### config.mk
export PLATFORM = sky130hd
export DESIGN_NAME = i8mma_cell
export DESIGN_NICKNAME = d
export VERILOG_FILES = /design/src/sv/i8mma_pkg.sv /design/src/sv/i8mma_cell.sv
export SDC_FILE = /design/constraint.sdc
export NUM_CORES = 2
export LEC_CHECK = 0
export BUFFER_PORTS_ARGS = -buffer_cell sky130_fd_sc_hd__buf_2
export CAP_MARGIN = 20
export CELL_PAD_IN_SITES_DETAIL_PLACEMENT = 0
export CELL_PAD_IN_SITES_GLOBAL_PLACEMENT = 1
export CORE_MARGIN = 3
export CORE_UTILIZATION = 40
export DETAILED_ROUTE_END_ITERATION = 8
export PLACE_DENSITY = 0.7
export RECOVER_POWER = 100
export SYNTH_ARGS = -nofsm -noshare
export SYNTH_HDL_FRONTEND = slang
export SYNTH_SLANG_ARGS = --single-unit
### constraint.sdc
create_clock -name clk -period 9.3 [get_ports clk]
set_input_delay 1.395 -clock clk [delete_from_list [all_inputs] [get_ports clk]]
set_output_delay 1.395 -clock clk [all_outputs]
set_load 0.03 [all_outputs]
### src/sv/i8mma_pkg.sv
package i8mma_pkg;

  localparam int MAX_INNER   = 256;
  localparam int MAX_COLUMNS = 16;

  // index widths, kept at one bit minimum
  localparam int ROW_W = (MAX_INNER > 1) ? $clog2(MAX_INNER) : 1;
  localparam int COL_W = (MAX_COLUMNS > 1) ? $clog2(MAX_COLUMNS) : 1;
  // widths that can hold the counts themselves
  localparam int LEN_W = $clog2(MAX_INNER + 1);
  localparam int CNT_W = $clog2(MAX_COLUMNS + 1);

  // register select, taken from paddr[2]
  localparam logic REG_INNER_LENGTH = 1'b0;
  localparam logic REG_COLUMNS_USED = 1'b1;

  // broadcast control from the sequencer to every column cell
  typedef struct packed {
    logic             rd_en;
    logic [ROW_W-1:0] raddr;
    logic             mul_en;
    logic signed [7:0] act;
    logic             acc_en;
    logic             shift;
    logic             clear;
  } cell_ctl_t;

  typedef enum logic [1:0] {
    ST_RUN,
    ST_FLUSH,
    ST_LOAD,
    ST_CONV
  } mma_state_t;

  typedef enum logic [1:0] {
    CV_IDLE,
    CV_NORM,
    CV_DONE
  } cv_state_t;

endpackage

### src/sv/i8mma_cell.sv
module i8mma_cell (
  input  logic                          clk,
  input  logic                          rst,
  input  i8mma_pkg::cell_ctl_t          ctl,
  input  logic                          we,
  input  logic [i8mma_pkg::ROW_W-1:0]   waddr,
  input  logic signed [7:0]             wdata,
  input  logic signed [31:0]            shift_in,
  output logic signed [31:0]            acc
);
  import i8mma_pkg::*;

  logic signed [7:0]  mem [MAX_INNER];
  logic signed [7:0]  wq;
  logic signed [15:0] prod;

  // weight column slice, registered read
  always_ff @(posedge clk) begin
    if (we) begin
      mem[waddr] <= wdata;
    end
    if (ctl.rd_en) begin
      wq <= mem[ctl.raddr];
    end
  end

  always_ff @(posedge clk) begin
    if (ctl.mul_en) begin
      prod <= $signed(ctl.act) * $signed(wq);
    end
  end

  // clear wins over drain shift, shift over accumulate
  always_ff @(posedge clk) begin
    if (rst) begin
      acc <= '0;
    end else if (ctl.clear) begin
      acc <= '0;
    end else if (ctl.shift) begin
      acc <= shift_in;
    end else if (ctl.acc_en) begin
      acc <= acc + {{16{prod[15]}}, prod};
    end
  end

endmodule

==> After elaboration in Yosys (flattened, before gate mapping) <==
Memories as Yosys holds them, arrays and structs flattened. A register that Yosys moved wholly into a read port is not among the register bits.
Index checks and enable logic that the tools add are counted.
{ "totals": {"latch_bits": 0, "wordCells": 11, "ramBits": 2048, "n_memories": 1, "regBits": 48, "romBits": 0, "out_inout_bits": 32, "input_bits": 72} }
{ "op_classes": {"bitwise_logic": 0, "reduce_logical": 2, "n_lt_le_gt_ge": 0, "shifts": 0, "div": 0, "n_addsub": 1, "eq_ne": 0, "n_mul": 1, "n_mux": 4} }
{ "memory_table": {"columns": ["memory", "depth", "word_bits", "rd", "rd_ports_with_merged_regs", "wr", "line", "rtl"], "rows": [
  ["mem", 256, 8, 1, 1, 1, "i8mma_cell.sv:13", "logic signed [7:0] mem [MAX_INNER];"]
]} }
{ "ops": {"columns": ["operator", "n"], "rows": [
  ["32-bit two-way mux", 2],
  ["32-bit adder", 1],
  ["8-bit by 8-bit multiplier with 16-bit output", 1],
  ["1-bit two-way mux", 2],
  ["2-bit nonzero test", 1],
  ["2-bit OR reduction", 1]
]} }

==> Depth between registers and ports, before layout <==
{ "logic_depth": {"depth_word": 3, "depth_mapped": 19, "ltp_nobuf": 19} }

==> Least setup slack after synthesis <==
No wires, ideal clock.
{ "synth_path": {"path_kind": "input to register", "from": "input ctl[9] (netlist bit)", "to": "register prod[14] (data pin)", "path_buffers": 0, "stages": 18, "arrival_time_ns": 5.250, "slack_ns": 3.790, "t_required_ns": 9.040, "path_cell_list": "and2_1 fa_1 inv_1 fa_1 inv_1 fa_1 inv_1 fa_1 inv_1 ha_1 o21ai_0 a21boi_0 o21ai_0 a21boi_0 o21ai_0 a21boi_0 mux2i_1 nand2_1"} }
{ "synth_between": {"elab_chain_len": 1} }
{ "synth_rtl": {"columns": ["element", "line", "rtl"], "rows": [
  ["start, declared", "i8mma_cell.sv:4", "input i8mma_pkg::cell_ctl_t ctl,"],
  ["8-bit by 8-bit multiplier with 16-bit output", "i8mma_cell.sv:29", "prod <= $signed(ctl.act) * $signed(wq);"],
  ["end signal, assigned", "i8mma_cell.sv:29", null],
  ["end, declared", "i8mma_cell.sv:15", "logic signed [15:0] prod;"]
]} }
Every way passes these cells.
A chain may end at the register's enable or synchronous reset.

==> Final worst setup path <==
{ "layout_path": {"from": "input wdata[6]", "to": "memory mem[1][6] (data pin)"} }
{ "layout_rtl": {"columns": ["element", "line", "rtl"], "rows": [
  ["start, declared", "i8mma_cell.sv:7", "input logic signed [7:0] wdata,"],
  ["end, declared", "i8mma_cell.sv:13", null]
]} }
Straight into the memory's write port.

==> results_dict.tcl <==
set metrics [dict create \
    critPathLaunchType "primary input" \
    slew_violations 1253 \
    grt_antenna_before_repair 16 \
    ff_latch_area_sq_um 62900 \
    core_area_sq_um 211000 \
    die_y_microns 467 \
    finalCritPeriodShare_pct 74.0 \
    final_cell_mix "edfxtp_1, mux4_2, nor2_1" \
    first_pass_iters 5 \
    rsz0062_at_grt "no" \
    fmax_mhz 145 \
    syn_area_sq_um 85100 \
    period_needed_ns 6.88 \
    hold_viol 0 \
    dpl_cell_area_sq_um 88900 \
    ys_ff_latch 2104 \
    dp_worst_setup_slack_ns 3.31 \
    grt-ovfl-total 0 \
    endpoint_kind "flop" \
    cts_tree "done" \
    cts.htree.levels 4 \
    power_uw 20900 \
    dp.final_hpwl_microns 118000 \
    first_iter_violations 4393 \
    post_cts_buffers 0 \
    routed-via-count 39700 \
    synth_edf_count 2072 \
    vias_per_cell 5.61 \
    setup_viol 0 \
    hold_class "flop to flop" \
    ys_warn_count 0 \
    ys_types 51 \
    crit_path_start "wdata[6]" \
    holdBufCountCts 0 \
    grt_pass1_wl_microns 285000 \
    gp_congestion 0.781 \
    ctsResizeCount 0 \
    worst_pin_slew_ns 5.37 \
    final_common_cell "edfxtp_1" \
    cts_root_buf "clkbuf_16" \
    multiInputGateArea_sq_um 21000 \
    criticalPathCategory "primary input to flop" \
    synth.avg_cell_area_sq_um 21.5 \
    drive_above_1_share_pct 24.6 \
    fillers 17600 \
    grt_max_degree 166 \
    clk_latency_ns 0.82 \
    rows 168 \
    skew_ns 0.0573 \
    synthTopCellsByArea "edfxtp_1, mux4_2, nor2_1, fa_1, ha_1" \
    synthCells 3961 \
    hp-start "acc[31]$_SDFFE_PP0P_" \
    drv_cap 18 \
    clk_pin_slew_ns 0.06 \
    dieArea_sq_um 218000 \
    final.setup.worst_slack_ns 2.42 \
    p_per_area_nw_per_um2 220 \
    drc_errors 0 \
    wire_per_inst_microns 27.3 \
    fin_area_sq_um 95100 \
    cts.path.max_buffers 3 \
    dpl.cell_count 6703 \
    synth_nets 4149 \
    cts.sink_count 2104 \
    port-buffer-count 103 \
    grt_pass1_vias 40100 \
    max-vdd-ir-drop_v 0.000191 \
    io_pins 104 \
    initial_core_util_pct 40.4 \
    relSlewSlack_pct -258 \
    area_growth_pct 11.8 \
    async_flop_share_pct 0 \
    status "finished with violations" \
    path_max_fanout 104 \
    wl_microns 193000 \
    final_cells 7075 \
    yosys.area.top_type "edfxtp_1" \
    drtAntennaViolNets 0 \
    synth_ff_type "edfxtp_1" \
    finalSetupTns_ns 0 \
    seq_area_frac_synth_pct 73.9 \
    cts_made_buffers 203 \
    nNetsFinal 4292 \
    cp_data_required_time_ns 9.67 \
    worstReg2RegStart "wq[2]$_DFFE_PP_" \
    p_leak_uw 0.0294 \
    gr-usage-all-layers_pct 17.8 \
    critPathArrivalTime_ns 7.26 \
    fp.dieW_microns 467 \
    failed_checks "capacitance limit, slew limit" \
    synth_top_cell_area_share_pct 73.1 \
]
## cells by family after synthesis
kind of cell	Yosys count	share of synthesized area, %
muxes	689	18.1
AOI/OAI and AO/OA	182	1.27
DFF	2104	73.9
and+or+nand+nor	522	2.69
adders and majority gates	116	2.20
buffers and inverters	313	1.47
xor gates and xnor gates	35	0.360
## metal layers
layer | share of wire [%] | vias to the layer above | global-route usage [%]
li1 | - | 16700 | -
met1 | 42 | 21300 | 25.8
met2 | 48 | 1449 | 27.8
met3 | 7.8 | 246 | 3.74
met4 | 2.0 | 0 | 3.86
met5 | 0 | - | 0
## final timing paths
| kind | end | slack (ns) | cells past startpoint |
|---|---|---|---|
| min reg2reg | acc[31]$_SDFFE_PP0P_ | 0.52 | 2 |
| min | acc[31]$_SDFFE_PP0P_ | 0.52 | 2 |
| max | mem[1][6]$_DFFE_PP_ | 2.42 | 3 |
| max reg2reg | prod[14]$_DFFE_PP_ | 4.10 | 18 |
## area by class of cell
| class | count | area share, % |
|---|---|---|
| Antenna cell | 2 | 0.00526 |
| Clock buffer | 247 | 5.54 |
| Clock inverter | 122 | 1.20 |
| Inverter | 96 | 0.379 |
| Multi-Input combinational cell | 1544 | 22.0 |
| Sequential cell | 2104 | 66.1 |
| Tap cell | 2805 | 3.69 |
| Timing Repair Buffer | 155 | 1.02 |
## critical path, cell delays in order
cell and delay, ns:
clkbuf_1 3.31, buf_4 1.11, clkbuf_2 1.25
## sequential cells by signal (all words and copies together), names as in the netlist
| name | count |
|---|---|
| acc | 32 |
| prod | 16 |
| wq | 8 |
| mem | 2048 |
## cells in the mapped netlist (9+ instances only)
master	n
inv_1	96
buf_2	53
a21o_1	13
xnor2_1	27
clkbuf_1	137
nor3_1	9
ha_1	60
edfxtp_1	2072
and3_1	9
fa_1	56
nand3_1	30
nor2b_1	21
nor2_1	312
o21ai_0	42
nand4_1	14
nand2_1	64
a21oi_1	72
and2_1	44
buf_1	26
a31oi_1	14
dfxtp_1	32
mux4_2	680
## through the flow
stage                     utilization, %  hold slack, ns
after floorplan                        -           0.609
after global placement              42.2           0.504
after detailed placement            42.2           0.504
after CTS                           45.2           0.512
after global routing                45.1           0.533
final                               45.1           0.521
## report_power, final
| group | total (uW) | internal, uW | switching, uW | leakage, uW |
|---|---|---|---|---|
| Combinational | 2340 | 985 | 1360 | 0.00743 |
| Clock | 7960 | 4450 | 3510 | 0.00311 |
| Sequential | 10600 | 10600 | 72.4 | 0.0189 |
| Total | 20900 | 16000 | 4940 | 0.0294 |
Power figures use the tool's default switching activity.
