`config.mk`:
```
export PLATFORM = sky130hd
export DESIGN_NAME = i8mma_i2f
export DESIGN_NICKNAME = d
export VERILOG_FILES = /design/src/sv/i8mma_pkg.sv /design/src/sv/i8mma_i2f.sv
export SDC_FILE = /design/constraint.sdc
export NUM_CORES = 1
export LEC_CHECK = 0
export ABC_AREA = 1
export ABC_CLOCK_PERIOD_IN_PS = 3350
export BUFFER_PORTS_ARGS = -buffer_cell sky130_fd_sc_hd__buf_2
export CELL_PAD_IN_SITES_DETAIL_PLACEMENT = 1
export CELL_PAD_IN_SITES_GLOBAL_PLACEMENT = 2
export CORE_UTILIZATION = 34
export CTS_BUF_LIST = sky130_fd_sc_hd__clkbuf_4
export DETAILED_ROUTE_END_ITERATION = 10
export MAX_ROUTING_LAYER = met4
export PLACE_DENSITY = 0.92
export SETUP_SLACK_MARGIN = 0.02
export SYNTH_ARGS = -nofsm -noshare
export SYNTH_HDL_FRONTEND = slang
export SYNTH_SLANG_ARGS = --single-unit
```
`constraint.sdc`:
```
create_clock -name clk -period 3.35 [get_ports clk]
set_input_delay 0.1675 -clock clk [delete_from_list [all_inputs] [get_ports clk]]
set_output_delay 0.1675 -clock clk [all_outputs]
set_load 0.05 [all_outputs]
```
`src/sv/i8mma_pkg.sv`:
```
package i8mma_pkg;

  localparam int MAX_INNER   = 256;
  localparam int MAX_COLUMNS = 16;

  // index widths, kept at one bit minimum
  localparam int ROW_W = (MAX_INNER > 1) ? $clog2(MAX_INNER) : 1;
  localparam int COL_W = (MAX_COLUMNS > 1) ? $clog2(MAX_COLUMNS) : 1;
  // widths that can hold the counts themselves
  localparam int LEN_W = $clog2(MAX_INNER + 1);
  localparam int CNT_W = $clog2(MAX_COLUMNS + 1);

  // register select, taken from paddr[2]
  localparam logic REG_INNER_LENGTH = 1'b0;
  localparam logic REG_COLUMNS_USED = 1'b1;

  // broadcast control from the sequencer to every column cell
  typedef struct packed {
    logic             rd_en;
    logic [ROW_W-1:0] raddr;
    logic             mul_en;
    logic signed [7:0] act;
    logic             acc_en;
    logic             shift;
    logic             clear;
  } cell_ctl_t;

  typedef enum logic [1:0] {
    ST_RUN,
    ST_FLUSH,
    ST_LOAD,
    ST_CONV
  } mma_state_t;

  typedef enum logic [1:0] {
    CV_IDLE,
    CV_NORM,
    CV_DONE
  } cv_state_t;

endpackage

```
`src/sv/i8mma_i2f.sv`:
```
module i8mma_i2f (
  input  logic        clk,
  input  logic        rst,
  input  logic        start,
  input  logic [31:0] din,
  output logic        done,
  output logic [31:0] result
);
  import i8mma_pkg::*;

  cv_state_t   state, state_next;
  logic        sign;
  logic [31:0] mag;
  logic [4:0]  p;

  logic        round_up;
  logic [24:0] mant_rnd;
  logic [7:0]  exp_field;

  always_ff @(posedge clk) begin
    if (rst) begin
      state <= CV_IDLE;
    end else begin
      state <= state_next;
    end
  end

  always_comb begin
    state_next = state;
    unique case (state)
      CV_IDLE: if (start) state_next = CV_NORM;
      CV_NORM: if (mag == '0 || mag[31]) state_next = CV_DONE;
      CV_DONE: if (start) state_next = CV_NORM;
      default: state_next = CV_IDLE;
    endcase
  end

  assign done = (state == CV_DONE);

  // round to nearest even on the bits below the 24-bit significand
  assign round_up  = mag[7] && ((|mag[6:0]) || mag[8]);
  assign mant_rnd  = {1'b0, 1'b1, mag[30:8]} + {24'd0, round_up};
  assign exp_field = 8'd127 + {3'd0, p} + {7'd0, mant_rnd[24]};

  // normalize: byte steps while the top byte is empty, then single bits
  always_ff @(posedge clk) begin
    if (start) begin
      sign <= din[31];
      mag  <= din[31] ? (32'd0 - din) : din;
      p    <= 5'd31;
    end else if (state == CV_NORM) begin
      if (mag == '0) begin
        result <= '0;
      end else if (mag[31]) begin
        result <= {sign, exp_field, mant_rnd[24] ? 23'd0 : mant_rnd[22:0]};
      end else if (mag[31:24] == 8'd0) begin
        mag <= {mag[23:0], 8'd0};
        p   <= p - 5'd8;
      end else begin
        mag <= {mag[30:0], 1'b0};
        p   <= p - 5'd1;
      end
    end
  end

endmodule

```
[Word level (Yosys, flattened, before mapping)]
Index checks and enable logic that the tools add are counted.
Cells by class
  add/subtract/negate cells: 6
  equal/unequal tests: 6
  mux-type cells: 12
  bitwise logic cells: 3
  reduce and logical (&&, ||, !) cells: 15
Operator list (number)
  32-bit 2-to-1 mux: 7
  32-bit zero test: 1
  1-bit by 32-bit subtractor with 32-bit output (first input constant): 1
  24-bit by 1-bit adder with 25-bit output: 1
  23-bit 2-to-1 mux: 1
  3-bit AND reduction: 3
  7-bit by 5-bit adder with 8-bit output (first input constant): 1
  8-bit by 1-bit adder with 8-bit output: 1
  8-bit zero test: 1
  7-bit OR reduction: 1
  2-bit != test (second input constant): 3
  5-bit 2-to-1 mux: 1
  5-bit by 1-bit subtractor with 5-bit output (second input constant): 1
  5-bit by 4-bit subtractor with 5-bit output (second input constant): 1
  2-bit 2-to-1 mux: 2
  2-bit case mux with 2 select lines: 1
  2-bit AND reduction: 2
  2-bit nonzero test: 2
  1-bit NOT: 3
  2-bit by 1-bit equality test with 1-bit output (second input constant): 1
  2-bit equality test (second input constant): 1
  2-bit zero test: 1
  1-bit logical OR: 2
  2-bit by 1-bit != test with 1-bit output (second input constant): 1
  other kinds (2): 2
Storage, ports and cells
  register bits after elaboration: 72
  input bits: 35
  output and inout port bits: 33

[Longest topological paths before layout]
  word-level depth: 6
  depth in mapped cells: 15
  depth with buffers taken out: 15

[Worst setup path after synthesis]
OpenSTA, ideal clock, no wires.
  path type: reg-to-reg
  start point: register mag[24]
  end point: register result[0] (enable)
  library setup time: 0.421 ns
  arrival: 2.524 ns
  required time: 2.929 ns
  slack: 0.405 ns
  stages on the path, launching flop included: 9
  path buffers: 1
  clock period less this slack: 2.945 ns
  cell sequence: edfxtp_1 nor2_1 nand2_1 nor2_2 nand2_1 nor2_2 buf_6 o21ai_2 nor2_1
Between the ends
  longest elaborated chain between the ends: 3
RTL lines
  from (decl): RTL line i8mma_i2f.sv:13  | logic [31:0] mag;
  from (signal assigned): RTL line i8mma_i2f.sv:49  | mag <= din[31] ? (32'd0 - din) : din;
  from (signal assigned): RTL line i8mma_i2f.sv:57  | mag <= {mag[23:0], 8'd0};
  from (signal assigned): RTL line i8mma_i2f.sv:60  | mag <= {mag[30:0], 1'b0};
  32-bit zero test: RTL line i8mma_i2f.sv:52  | if (mag == '0) begin
  2-bit nonzero test (no source line)
  3-bit AND reduction (no source line)
  to (signal assigned): RTL line i8mma_i2f.sv:55  | result <= {sign, exp_field, mant_rnd[24] ? 23'd0 : mant_rnd[22:0]};
  to (decl): RTL line i8mma_i2f.sv:7  | output logic [31:0] result
No other way between the ends.
A chain may end at the register's enable or synchronous reset.

[Worst setup path after layout]
  start point: register mag[7]
  end point: register result[26], data pin
Between the ends
  longest elaborated chain between the ends: 4
RTL lines
  1-bit logical AND: RTL line i8mma_i2f.sv:41  | assign round_up = mag[7] && ((|mag[6:0]) || mag[8]);
  24-bit by 1-bit adder with 25-bit output: RTL line i8mma_i2f.sv:42  | assign mant_rnd = {1'b0, 1'b1, mag[30:8]} + {24'd0, round_up};
  8-bit by 1-bit adder with 8-bit output: RTL line i8mma_i2f.sv:43  | assign exp_field = 8'd127 + {3'd0, p} + {7'd0, mant_rnd[24]};
  32-bit 2-to-1 mux: RTL line i8mma_i2f.sv:54  | end else if (mag[31]) begin
Parallel ways exist; a longest one is shown, timed or not. The select of a mux whose other input is x is not followed.

==> impl_metrics.tcl <==
set metrics [dict create \
    vias 4662 \
    outcome "complete, no violations" \
    portBuffers 67 \
    peakVddDrop_v 0.000123 \
    wl_um 14300 \
    min_period_ps 2620 \
    htreeDepth 3 \
    hp-class "input port to flip-flop" \
    grt_util_met1_pct 27.3 \
    tightest_slew_ps 655 \
    r2r-end "result[26]" \
    io_pins 68 \
    p_leak_nw 2.37 \
    die_area_um2 14700 \
    use_met2_pct 34.1 \
    viasPerCell 5.14 \
    cts_made_buffers 9 \
    cellPowerDensity_nw_per_um2 383 \
    dp_slack_ps 765 \
    firstDrtPassIters 5 \
    wl_per_cell_um 15.8 \
    hold_path_depth 3 \
    row_count 43 \
    syn-num-nets 698 \
    synth_top_family_by_area "simple AND/OR/NAND/NOR gates" \
    synthSimpleGateAreaFrac_pct 31.4 \
    max_clock_freq_ghz 0.382 \
    initial_core_util_pct 34.7 \
    avgSynthCellArea_um2 7.34 \
    setup_viol_count_final 0 \
    clock_sinks 72 \
    nets 762 \
    synth_cell_types 35 \
    core_area_um2 13900 \
    grt_pass1_wl_um 23300 \
    antenna_found_initial 1 \
    cp-start-kind "flip-flop" \
    grt_pass1_vias 4670 \
    grt_util_all_layers_pct 21.3 \
    post-synth-top-area-cell "edfxtp_1" \
    cts_tree "yes" \
    dieWidth_um 121 \
    arrival_ps 2800 \
    max_cap_violations 0 \
    max-slew-margin-rel_pct 56.3 \
    drc 0 \
    synth_compound_area_share_pct 11.4 \
    clk_pin_slew_ps 120 \
    die_height_um 121 \
    grt_util_met3_pct 3.24 \
    tns_ps 0 \
    min_to "mag[14]" \
    fin_ws_ps 733 \
    drt_iter0_markers 251 \
    path_class "flip-flop to flip-flop" \
    synth.cell_area_um2 4820 \
    synth_top_area_share_pct 40.5 \
    r2r_slack_ps 730 \
    drive_above_1_share_pct 15.0 \
    grt_busiest_layer "met2" \
    cts_buffer_depth 2 \
    min_from "din[14]" \
    crit_path_end_kind "flip-flop" \
    r2r_start "mag[7]" \
    post_cts_resized 0 \
    reg2reg_depth 15 \
    overflow 0 \
    dp_hpwl_um 11500 \
    syn2layout_area_growth_pct 13.2 \
    synth_area_leaders "edfxtp_1 (40%), nand2_1 (12%), nor2_1 (8.0%)" \
    clkLatencyLatePin_ps 440 \
    period_share_pct 78.1 \
    required_ps 3530 \
    finalHoldViolCount 0 \
    critPathMaxFanout 4 \
    ys_ff_latch 72 \
    syn_inst 657 \
    fin_skew_ps 11.7 \
    rsz0062_at_grt "no" \
    maxSlewViolCount 0 \
    antenna_left 0 \
    synth.area.mux_share_pct 0 \
    yosys.area_share.adder_pct 1.56 \
    synthXorXnorAreaFrac_pct 3.27 \
    ys_warn_count 0 \
    cts_root_buf "clkbuf_4" \
    grt_max_degree 33 \
    yosysSeqAreaShare_pct 43.4 \
    gp_congestion 0.880 \
]
[layout make-up]
type,instances,area (um^2)
inverters,83,312
repair buffers,74,393
clock buffers,11,82.6
diodes,1,2.50
flip-flops and latches,72,2090
well taps,180,225
clock inverters,5,47.5
fillers,1767,8420
multi-input cells,481,2300
[routing by layer]
metal,vias up,share of wire (%)
li1,2296,-
met1,2231,47
met2,107,47
met3,28,3.6
met4,0,2.2
met5,-,0
[how the worst max path moves through the flow]
stage                        from          to  slack, ps  depth (start not counted)
after floorplan           mag[24]   result[0]        410                          8
after global placement     mag[8]  result[26]        970                         15
after detailed placement   mag[7]  result[26]        770                         15
after CTS                  mag[7]  result[26]        730                         15
after global routing       mag[7]  result[26]        460                         15
final                      mag[7]  result[26]        730                         15
[what timing repair did]
action | 4_1_cts | 5_1_grt
endpoints found under the setup margin | 0 | 0
endpoints found under the hold margin | 3 | 0
hold buffers | 2 | 0
setup buffers | 0 | 0
[cells by family after synthesis]
| family | count (synthesis) |
|---|---|
| xor gates and xnor gates | 18 |
| DFF | 72 |
| buffers and inverters | 104 |
| AOI/OAI and AO/OA | 105 |
| adders and majority gates | 6 |
| and+or+nand+nor | 352 |
[cells in the mapped netlist]
master    instances
nand2_1         152
nor2_2            3
buf_6             3
o21ai_1           3
a21oi_2           1
a21oi_1          37
nand2_2           5
xor2_1           18
or2_2             1
nor3_1           11
buf_1             1
clkbuf_1          6
nor3b_1           1
dfxtp_1           7
clkbuf_2          2
ha_1              6
inv_1            80
nand4_1          10
edfxtp_1         65
o21ai_0          55
nor3_4            1
o21ai_2           2
buf_4             1
o31ai_1           1
inv_2             3
nand2_4           1
nand3_1          57
o21bai_1          1
o21a_1            1
buf_2             8
o22ai_1           2
nor2_1          103
nor3_2            5
nand3b_1          2
o211ai_1          2
[sequential cells by signal (all words and copies together) (netlist names)]
name    flops
mag        32
p           5
result     32
sign        1
state       2
[worst max-delay path, cell delays in order (launching register included)]
cell	delay [ps]
edfxtp_1	430
nand2_1	160
inv_1	130
ha_1	180
nand2_1	120
nor2_1	130
nand2_1	80
inv_1	80
nand3_1	90
nor2_1	170
nand4_1	190
ha_1	250
nand2_1	90
nor2_1	60
xor2_1	130
nor2_1	70
[report_power, final]
group	switching [mW]	internal, mW	leakage, nW
clock network	0.306	0.237	0.0757
logic	0.294	0.125	1.61
registers	0.0644	1.06	0.681
total	0.664	1.42	2.37
[through the flow]
stage	cells	total power [mW]	utilization (%)	area (um^2)	hold slack, ps
after floorplan	657	1.41	-	4820	230
after global placement	888	1.55	38.2	5310	357
after detailed placement	888	1.56	38.2	5310	355
after CTS	906	2.10	39.3	5460	91.0
after global routing	907	2.19	39.3	5460	124
final	907	2.09	39.3	5460	113
[cell usage in the layout, fill, tap and decap left out, drive strengths merged, types with 4 or more instances in the layout]
| cell | synthesis | final |
|---|---|---|
| o21ai | 60 | 60 |
| nand3 | 57 | 57 |
| ha | 6 | 6 |
| nor3 | 17 | 17 |
| nand4 | 10 | 10 |
| inv | 83 | 83 |
| a21oi | 38 | 38 |
| nand2 | 158 | 158 |
| nor2 | 106 | 106 |
| clkinv | 0 | 4 |
| edfxtp | 65 | 65 |
| buf | 13 | 72 |
| xor2 | 18 | 18 |
| dfxtp | 7 | 7 |
| clkbuf | 8 | 11 |
(Power assumes the default switching activity.)
